### src/hw/rtl/deq_pkg.sv
`default_nettype none
// ----------------------------------------------------------------------------
// deq_pkg
// Shared widths, action and status codes, and controller/datapath bundles
// for the double-ended queue.
// ----------------------------------------------------------------------------
package deq_pkg;

   localparam int ACTION_W = 3;
   localparam int VALUE_W  = 16;
   localparam int STATUS_W = 2;
   localparam int COUNT_W  = 6;

   localparam logic [ACTION_W-1:0] ACT_PUSH_FRONT = 3'd0;
   localparam logic [ACTION_W-1:0] ACT_PUSH_BACK  = 3'd1;
   localparam logic [ACTION_W-1:0] ACT_POP_FRONT  = 3'd2;
   localparam logic [ACTION_W-1:0] ACT_POP_BACK   = 3'd3;
   localparam logic [ACTION_W-1:0] ACT_LIST_FWD   = 3'd4;
   localparam logic [ACTION_W-1:0] ACT_LIST_BWD   = 3'd5;

   localparam logic [STATUS_W-1:0] ST_OK    = 2'd0;
   localparam logic [STATUS_W-1:0] ST_EMPTY = 2'd1;
   localparam logic [STATUS_W-1:0] ST_FULL  = 2'd2;

   typedef struct packed {
      logic accept;
      logic step;
   } deq_cmd_type;

   typedef struct packed {
      logic act_ok;
      logic list_more;
   } deq_stat_type;

endpackage
`default_nettype wire

### src/hw/rtl/deq_ctrl.sv
`default_nettype none
// ----------------------------------------------------------------------------
// deq_ctrl
// Controller: takes one request, then holds the response until each
// transaction of it has been taken, stepping through listings.
// ----------------------------------------------------------------------------
module deq_ctrl import deq_pkg::*;
(
   input  wire logic         clock,
   input  wire logic         reset,
   input  wire logic         req_valid,
   output logic              req_ready,
   output logic              rsp_valid,
   input  wire logic         rsp_ready,
   input  wire deq_stat_type stat,
   output deq_cmd_type       cmd
);

   typedef enum logic [1:0] {
      S_IDLE = 2'b01,
      S_SEND = 2'b10
   } deq_state_type;

   deq_state_type state_ff, state_in;

   always_comb begin
      state_in   = state_ff;
      req_ready  = 1'b0;
      rsp_valid  = 1'b0;
      cmd.accept = 1'b0;
      cmd.step   = 1'b0;
      unique case (state_ff)
         S_IDLE: begin
            req_ready = 1'b1;
            if (req_valid) begin
               cmd.accept = 1'b1;
               if (stat.act_ok) state_in = S_SEND;
            end
         end
         S_SEND: begin
            rsp_valid = 1'b1;
            if (rsp_ready) begin
               if (stat.list_more) cmd.step = 1'b1;
               else state_in = S_IDLE;
            end
         end
         default: state_in = S_IDLE;
      endcase
   end

   always_ff @(posedge clock) begin
      if (reset) state_ff <= S_IDLE;
      else state_ff <= state_in;
   end

endmodule
`default_nettype wire

### config.mk
export PLATFORM = sky130hd
export DESIGN_NAME = deq_ctrl
export DESIGN_NICKNAME = d
export VERILOG_FILES = /design/src/hw/rtl/deq_pkg.sv /design/src/hw/rtl/deq_ctrl.sv
export SDC_FILE = /design/constraint.sdc
export NUM_CORES = 1
export LEC_CHECK = 0
export ABC_AREA = 1
export BUFFER_PORTS_ARGS = -buffer_cell sky130_fd_sc_hd__clkbuf_2
export CORE_AREA = 2 2 39 41
export CTS_CLUSTER_DIAMETER = 200
export DETAILED_ROUTE_END_ITERATION = 10
export DIE_AREA = 0 0 41 43
export GPL_TIMING_DRIVEN = 0
export SLEW_MARGIN = 20
export SYNTH_ARGS = -nofsm -noshare
export SYNTH_HDL_FRONTEND = slang
export SYNTH_SLANG_ARGS = --single-unit
### constraint.sdc
create_clock -name clock -period 1.51 [get_ports clock]
set_clock_uncertainty 0.05 [all_clocks]
set_input_delay 0.0755 -clock clock [delete_from_list [all_inputs] [get_ports clock]]
set_output_delay 0.0755 -clock clock [all_outputs]
set_load 0.01 [all_outputs]
Word level (Yosys, flattened, before mapping)
Index checks and enable logic that the tools add are counted.
{ "op_classes": {"mux": 12, "eq_ne": 6, "reduce_logical": 1} }
{ "ops": {"columns": ["operator", "n"], "rows": [
  ["$mux 2", 4],
  ["$ne 2x2->1 const B", 4],
  ["$mux 1", 7],
  ["$pmux 2 s2", 1],
  ["$reduce_and 4->1", 1],
  ["$eq 2x1->1 const B", 1],
  ["$eq 2x2->1 const B", 1]
]} }
{ "word_totals": {"out_inout_bits": 4, "word_cells": 20, "reg_bits": 2, "input_bits": 6} }

Depth between registers and ports, before layout
Gate-level depths: netlist of the first run.
{ "logic_depth": {"ltp_word": 3, "depth_mapped": 5, "mapped_depth_nobuf": 5} }

Least setup slack after synthesis of the first run
OpenSTA, ideal clock, no wires.
{ "synth_timing": {"path_type": "register to output", "startpoint": "reg state_ff[1]", "endpoint": "out cmd[0] in the netlist's numbering", "t_arrival_ns": 0.740, "t_required_ns": 1.384, "path_buffers": 0, "stages_incl_launch_ff": 4, "slack_ns": 0.645, "path_cell_list": "dfxtp_1 inv_1 nor2_2 and3_2"} }
{ "synth_lines": {"columns": ["element", "line_no", "text"], "rows": [
  ["from (decl)", "deq_ctrl.sv:24", "deq_state_type state_ff, state_in;"],
  ["from (signal assigned)", "deq_ctrl.sv:53", "else state_ff <= state_in;"],
  ["to (decl)", "deq_ctrl.sv:16", "output deq_cmd_type cmd"]
]} }

==> qor.yml, run 1 <==
finish:
  top_regs: "state_ff x2"
  multiInputGateArea_um2: 53.80
  final_cell_mix: "clkbuf_2 (9), inv_1 (5), nand2_1 (4)"
  nets: 38
  largest_reg_flops: 2
  regMostFlops: "state_ff"
  diodes: 0
  regArea_um2: 40.04
  area_growth_pct: 86.67
  fillers: 165
  drive_above_1_share: 0.5333
  final_common_cell: "clkbuf_2"
synth:
  yosysWarnings: 0
  synth_cells: 17
  syn_nets: 23
  seq_area_frac_synth: 0.3556
  avgSynthCellArea_um2: 6.624
  synth.distinct_cells: 9
  synth.ff_latch_count: 2
  syn-cell-area_um2: 112.6
drt:
  wl_per_cell_um: 5.848
  final_antenna_net_count: 0
  wl_um: 269
  drt_iter0_drc: 4
  vias: 140
  drc: 0
  routed_via_density: 3.043
  first_pass_iters: 2
timing:
  finalCritPeriodShare: 0.7498
  holdWs_ns: 0.1040
  slew_headroom: 0.9098
  worst_pin_slew_ns: 0.1352
  setup_tns_ns: 0
  slew_violations: 0
  rsz0062_at_grt: "no"
  finalHoldViolCount: 0
  max_freq_mhz: 883.2
  min_period_ns: 1.132
  setup_viol: 0
setup_path:
  slowest_stage: "dfxtp_1"
  cp-end-kind: "output port"
  critPathTopFamily: "simple AND/OR/NAND/NOR gates"
  cpPeakStageDelay_ns: 0.29
  path_class: "reg -> out"
  cp.buffers_inverters: 2
  crit_chain: "inv_1 > nor2_2 > and3_2 > clkbuf_2"
  worstPathMaxFanout: 3
  worst_setup_path_start_kind: "flop"
  worstPathRequired_ns: 1.38
  crit_arrival_ns: 1.01
power:
  switching_power_w: 0.00004396
  power_density_nw_per_um2: 954.1
  p_seq_frac: 0.284
  clock_power_share: 0.582
  leakage_nw: 0.1199
  p_sw_frac: 0.2192
  comb_power_share: 0.134
  ir_worst_vdd_mv: 0.1512
  power.internal_w: 0.0001566
global_routing:
  grt_pass1_wl_um: 414
  grt_max_degree: 4
  overflow: 0
  grt_use_total: 0.04600
  antenna_found_initial: 0
  grt_pass1_vias: 134
die:
  die_w_um: 41
  rows: 14
  coreArea_um2: 1384
  io_pins: 10
  start_util: 0.08137
  fp.dieH_um: 43
  die_area_um2: 1763
cts:
  htreeDepth: 1
  tritoncts: "yes"
  ctsResizeCount: 0
  clk_pin_slew_ns: 0.03
  cts_inserted_buffers: 3
  hold_buffers: 1
  clock-sinks: 2
  clockBufferDepth: 2
  clk_latency_ns: 0.22
  post_cts_buffers: 0
  cts-root-buf: "clkbuf_4"
run:
  maxCapViolCount: 0
min_path:
  hold_path.class: "in -> reg"
run_status:
  outcome: "complete, no violations"
placement:
  port_buffers: 9
  dp_hpwl_um: 204.4
  gp_congestion: 0.5310
==> kinds of logic after synthesis <==
family / Yosys count / share of synthesized area
buffers and inverters: 5 / 0.1667
flip-flops: 2 / 0.3556
AND/OR/NAND/NOR: 9 / 0.4001
AO/OA/AOI/OAI: 1 / 0.07779
==> layer usage <==
metal / vias to the layer above / wire length, µm / track usage
met5: - / 0 / 0
met4: 0 / 0 / 0.06000
met3: 0 / 37 / 0.06283
met2: 5 / 137 / 0.05938
met1: 58 / 93 / 0.01905
li1: 77 / - / -
==> Yosys cell counts <==
| master | n | area share |
|---|---|---|
| nor2_2 | 1 | 0.056 |
| nand2_2 | 1 | 0.056 |
| nand2_1 | 4 | 0.13 |
| dfxtp_1 | 2 | 0.36 |
| nor2_1 | 1 | 0.033 |
| nand4_1 | 1 | 0.056 |
| and3_2 | 1 | 0.067 |
| inv_1 | 5 | 0.17 |
| a21oi_2 | 1 | 0.078 |
==> metrics by stage <==
step           instance area, µm²  utilization  setup WS (ns)   power (W)  cells
6_report                    210.2       0.1519         0.3778   0.0002006     46
5_1_grt                     210.2       0.1519         0.2758   0.0002218     46
4_1_cts                     210.2       0.1519         0.3537   0.0002087     46
3_5_place_dp                177.7       0.1284         0.5991  0.00008277     42
3_3_place_gp                177.7       0.1284         0.6086  0.00008227     42
2_1_floorplan               112.6            -         0.6446  0.00006994     17
==> area by class of cell <==
cell class | count | area share
Clock buffer | 3 | 0.1071
Timing Repair Buffer | 10 | 0.2619
Multi-Input combinational cell | 10 | 0.2560
Sequential cell | 2 | 0.1905
Tap cell | 16 | 0.09524
Inverter | 5 | 0.08929
==> worst min-delay path, delay by kind of cell <==
kind                   cells  cell delay [ns]
AOI/OAI and AO/OA          1             0.06
buffers and inverters      1             0.08
and+or+nand+nor            1             0.11
==> power groups by stage <==
stage	Sequential [W]	Clock [W]	Combinational, W
after floorplan	0.0000574	0	0.0000125
after global placement	0.0000576	0	0.0000247
after detailed placement	0.0000576	0	0.0000252
after CTS	0.0000569	0.000124	0.0000274
after global routing	0.0000570	0.000134	0.0000311
final	0.0000569	0.000117	0.0000268
==> final timing paths <==
path	slack (ns)	to	depth (start not counted)	start
setup / recovery	0.38	cmd[0]	4	state_ff[1]$_SDFFE_PP0P_
setup reg to reg	0.69	state_ff[0]$_SDFFE_PP1P_	5	state_ff[1]$_SDFFE_PP0P_
hold reg to reg	0.50	state_ff[1]$_SDFFE_PP0P_	2	state_ff[0]$_SDFFE_PP1P_
hold / removal	0.10	state_ff[1]$_SDFFE_PP0P_	3	stat[1]
No activity file was read; power rests on OpenSTA's default activity.
==> run 2, diff against run 1 <==
Clock period 1.51 ns to 1.1 ns, I/O delays scaled along.
==> qor.yml, run 2 (synthesis gave the netlist of run 1 again) <==
cts:
  clockBufferDepth: 2
  cts-root-buf: "clkbuf_4"
  tritoncts: "yes"
  clk_pin_slew_ns: 0.03
  htreeDepth: 1
  clk_latency_ns: 0.22
  clock-sinks: 2
  cts_inserted_buffers: 3
drt:
  routed_via_density: 3.043
  wl_um: 288
  vias: 143
  wl_per_cell_um: 6.128
  drc: 0
  drt_iter0_drc: 5
  final_antenna_net_count: 0
  first_pass_iters: 2
die:
  fp.dieH_um: 43
  die_w_um: 41
  io_pins: 10
  start_util: 0.08137
  rows: 14
  die_area_um2: 1763
  coreArea_um2: 1384
global_routing:
  overflow: 0
  grt_pass1_wl_um: 441
  grtUsageMet3: 0.06283
  grt_use_total: 0.04900
  grt_use_met1: 0.02222
  grt_pass1_vias: 137
  grt.busiest_layer: "met2"
  grt_max_degree: 4
  gr-usage-met2: 0.06563
  antenna_found_initial: 0
setup_path:
  worstPathMaxFanout: 3
  worstPathRequired_ns: 1.00
  regToRegEndpoint: "state_ff[0]$_SDFFE_PP1P_"
  cp-end-kind: "output port"
  r2r_start: "state_ff[0]$_SDFFE_PP1P_"
  crit_arrival_ns: 0.94
  path_class: "reg -> out"
  ff2ff_setup_slack_ns: 0.23
  worst_setup_path_start_kind: "flop"
  startpoint: "state_ff[0]$_SDFFE_PP1P_"
  rr_worst_depth: 5
min_path:
  whs_path_depth: 3
  hold_path.class: "in -> reg"
  worstHoldStart: "stat[1]"
  holdPathEnd: "state_ff[1]$_SDFFE_PP0P_"
finish:
  nets: 39
  utilization: 0.1691
  drive_above_1_share: 0.6129
  largest_reg_flops: 2
  area_growth_pct: 107.8
  top_regs: "state_ff x2"
  final_cell_mix: "clkbuf_2 (8), nand2_1 (4), inv_1 (4)"
  diodes: 0
  stdcell_count: 47
  regMostFlops: "state_ff"
  final_common_cell: "clkbuf_2"
timing:
  setup_viol: 0
  rsz0062_at_grt: "no"
  worst_pin_slew_ns: 0.1586
  min_period_ns: 1.049
  slew_violations: 0
  slew_headroom: 0.8941
  setup_tns_ns: 0
  finalCritPeriodShare: 0.9534
  finalHoldViolCount: 0
  max_freq_mhz: 953.6
run_status:
  outcome: "complete, no violations"
placement:
  port_buffers: 9
  gp_congestion: 0.5310
  dp.cells: 42
  dp_hpwl_um: 204.4
run:
  maxCapViolCount: 0
power:
  power_density_nw_per_um2: 1190
  fin_total_pwr_w: 0.0002784
  leakage_nw: 0.1261
  ir_worst_vdd_mv: 0.2082
==> run 2: timing repair <==
action / 4_1_cts / 5_1_grt
pin swaps: 1 / 2
hold endpoints to repair: 2 / 0
setup endpoints to repair: 1 / 2
buffers inserted: 1 / 0
resized for setup: 1 / 5
hold buffers: 1 / 0
==> run 2: per-layer routing <==
metal | vias up | part of all wire
met3 | 0 | 0.13
met5 | - | 0
met2 | 5 | 0.55
met4 | 0 | 0
li1 | 78 | -
met1 | 60 | 0.32
==> run 2: stage by stage <==
stage / hold slack [ns] / instance area, µm² / worst slack, ns
floorplan: 0.06744 / 112.6 / 0.2504
global placement: 0.1894 / 177.7 / 0.2191
detailed placement: 0.1902 / 177.7 / 0.2096
CTS: 0.07944 / 217.7 / 0.005351
global route: 0.08608 / 234.0 / 0.004719
finish: 0.07505 / 234.0 / 0.05131
==> run 2: power by group <==
part           switching, W   total, W  leakage, nW  internal (W)
combinational     0.0000196  0.0000387       0.0955     0.0000192
clock             0.0000401   0.000160       0.0138      0.000120
sequential       0.00000261  0.0000794       0.0168     0.0000768
==> run 2: area by class of cell <==
class	instances	area, µm²
fillers	160	1150
repair buffers	11	68.82
multi-input cells	10	62.56
flip-flops and latches	2	41.29
clock buffers	3	22.52
well taps	16	20.02
inverters	5	18.77
==> run 2: worst max-delay path by stage <==
stage,to,slack (ns),cells after the start
2_1_floorplan,state_ff[0]$_SDFFE_PP1P_,0.25,5
3_3_place_gp,cmd[0],0.22,4
3_5_place_dp,cmd[0],0.21,4
4_1_cts,cmd[0],0.005,4
5_1_grt,cmd[0],0.005,3
6_report,cmd[0],0.05,3
==> run 2: critical path: stages, from the launching register on <==
cell     delay (ns)
dfxtp_1        0.33
nor2_4         0.11
and3_4         0.18
buf_6          0.10
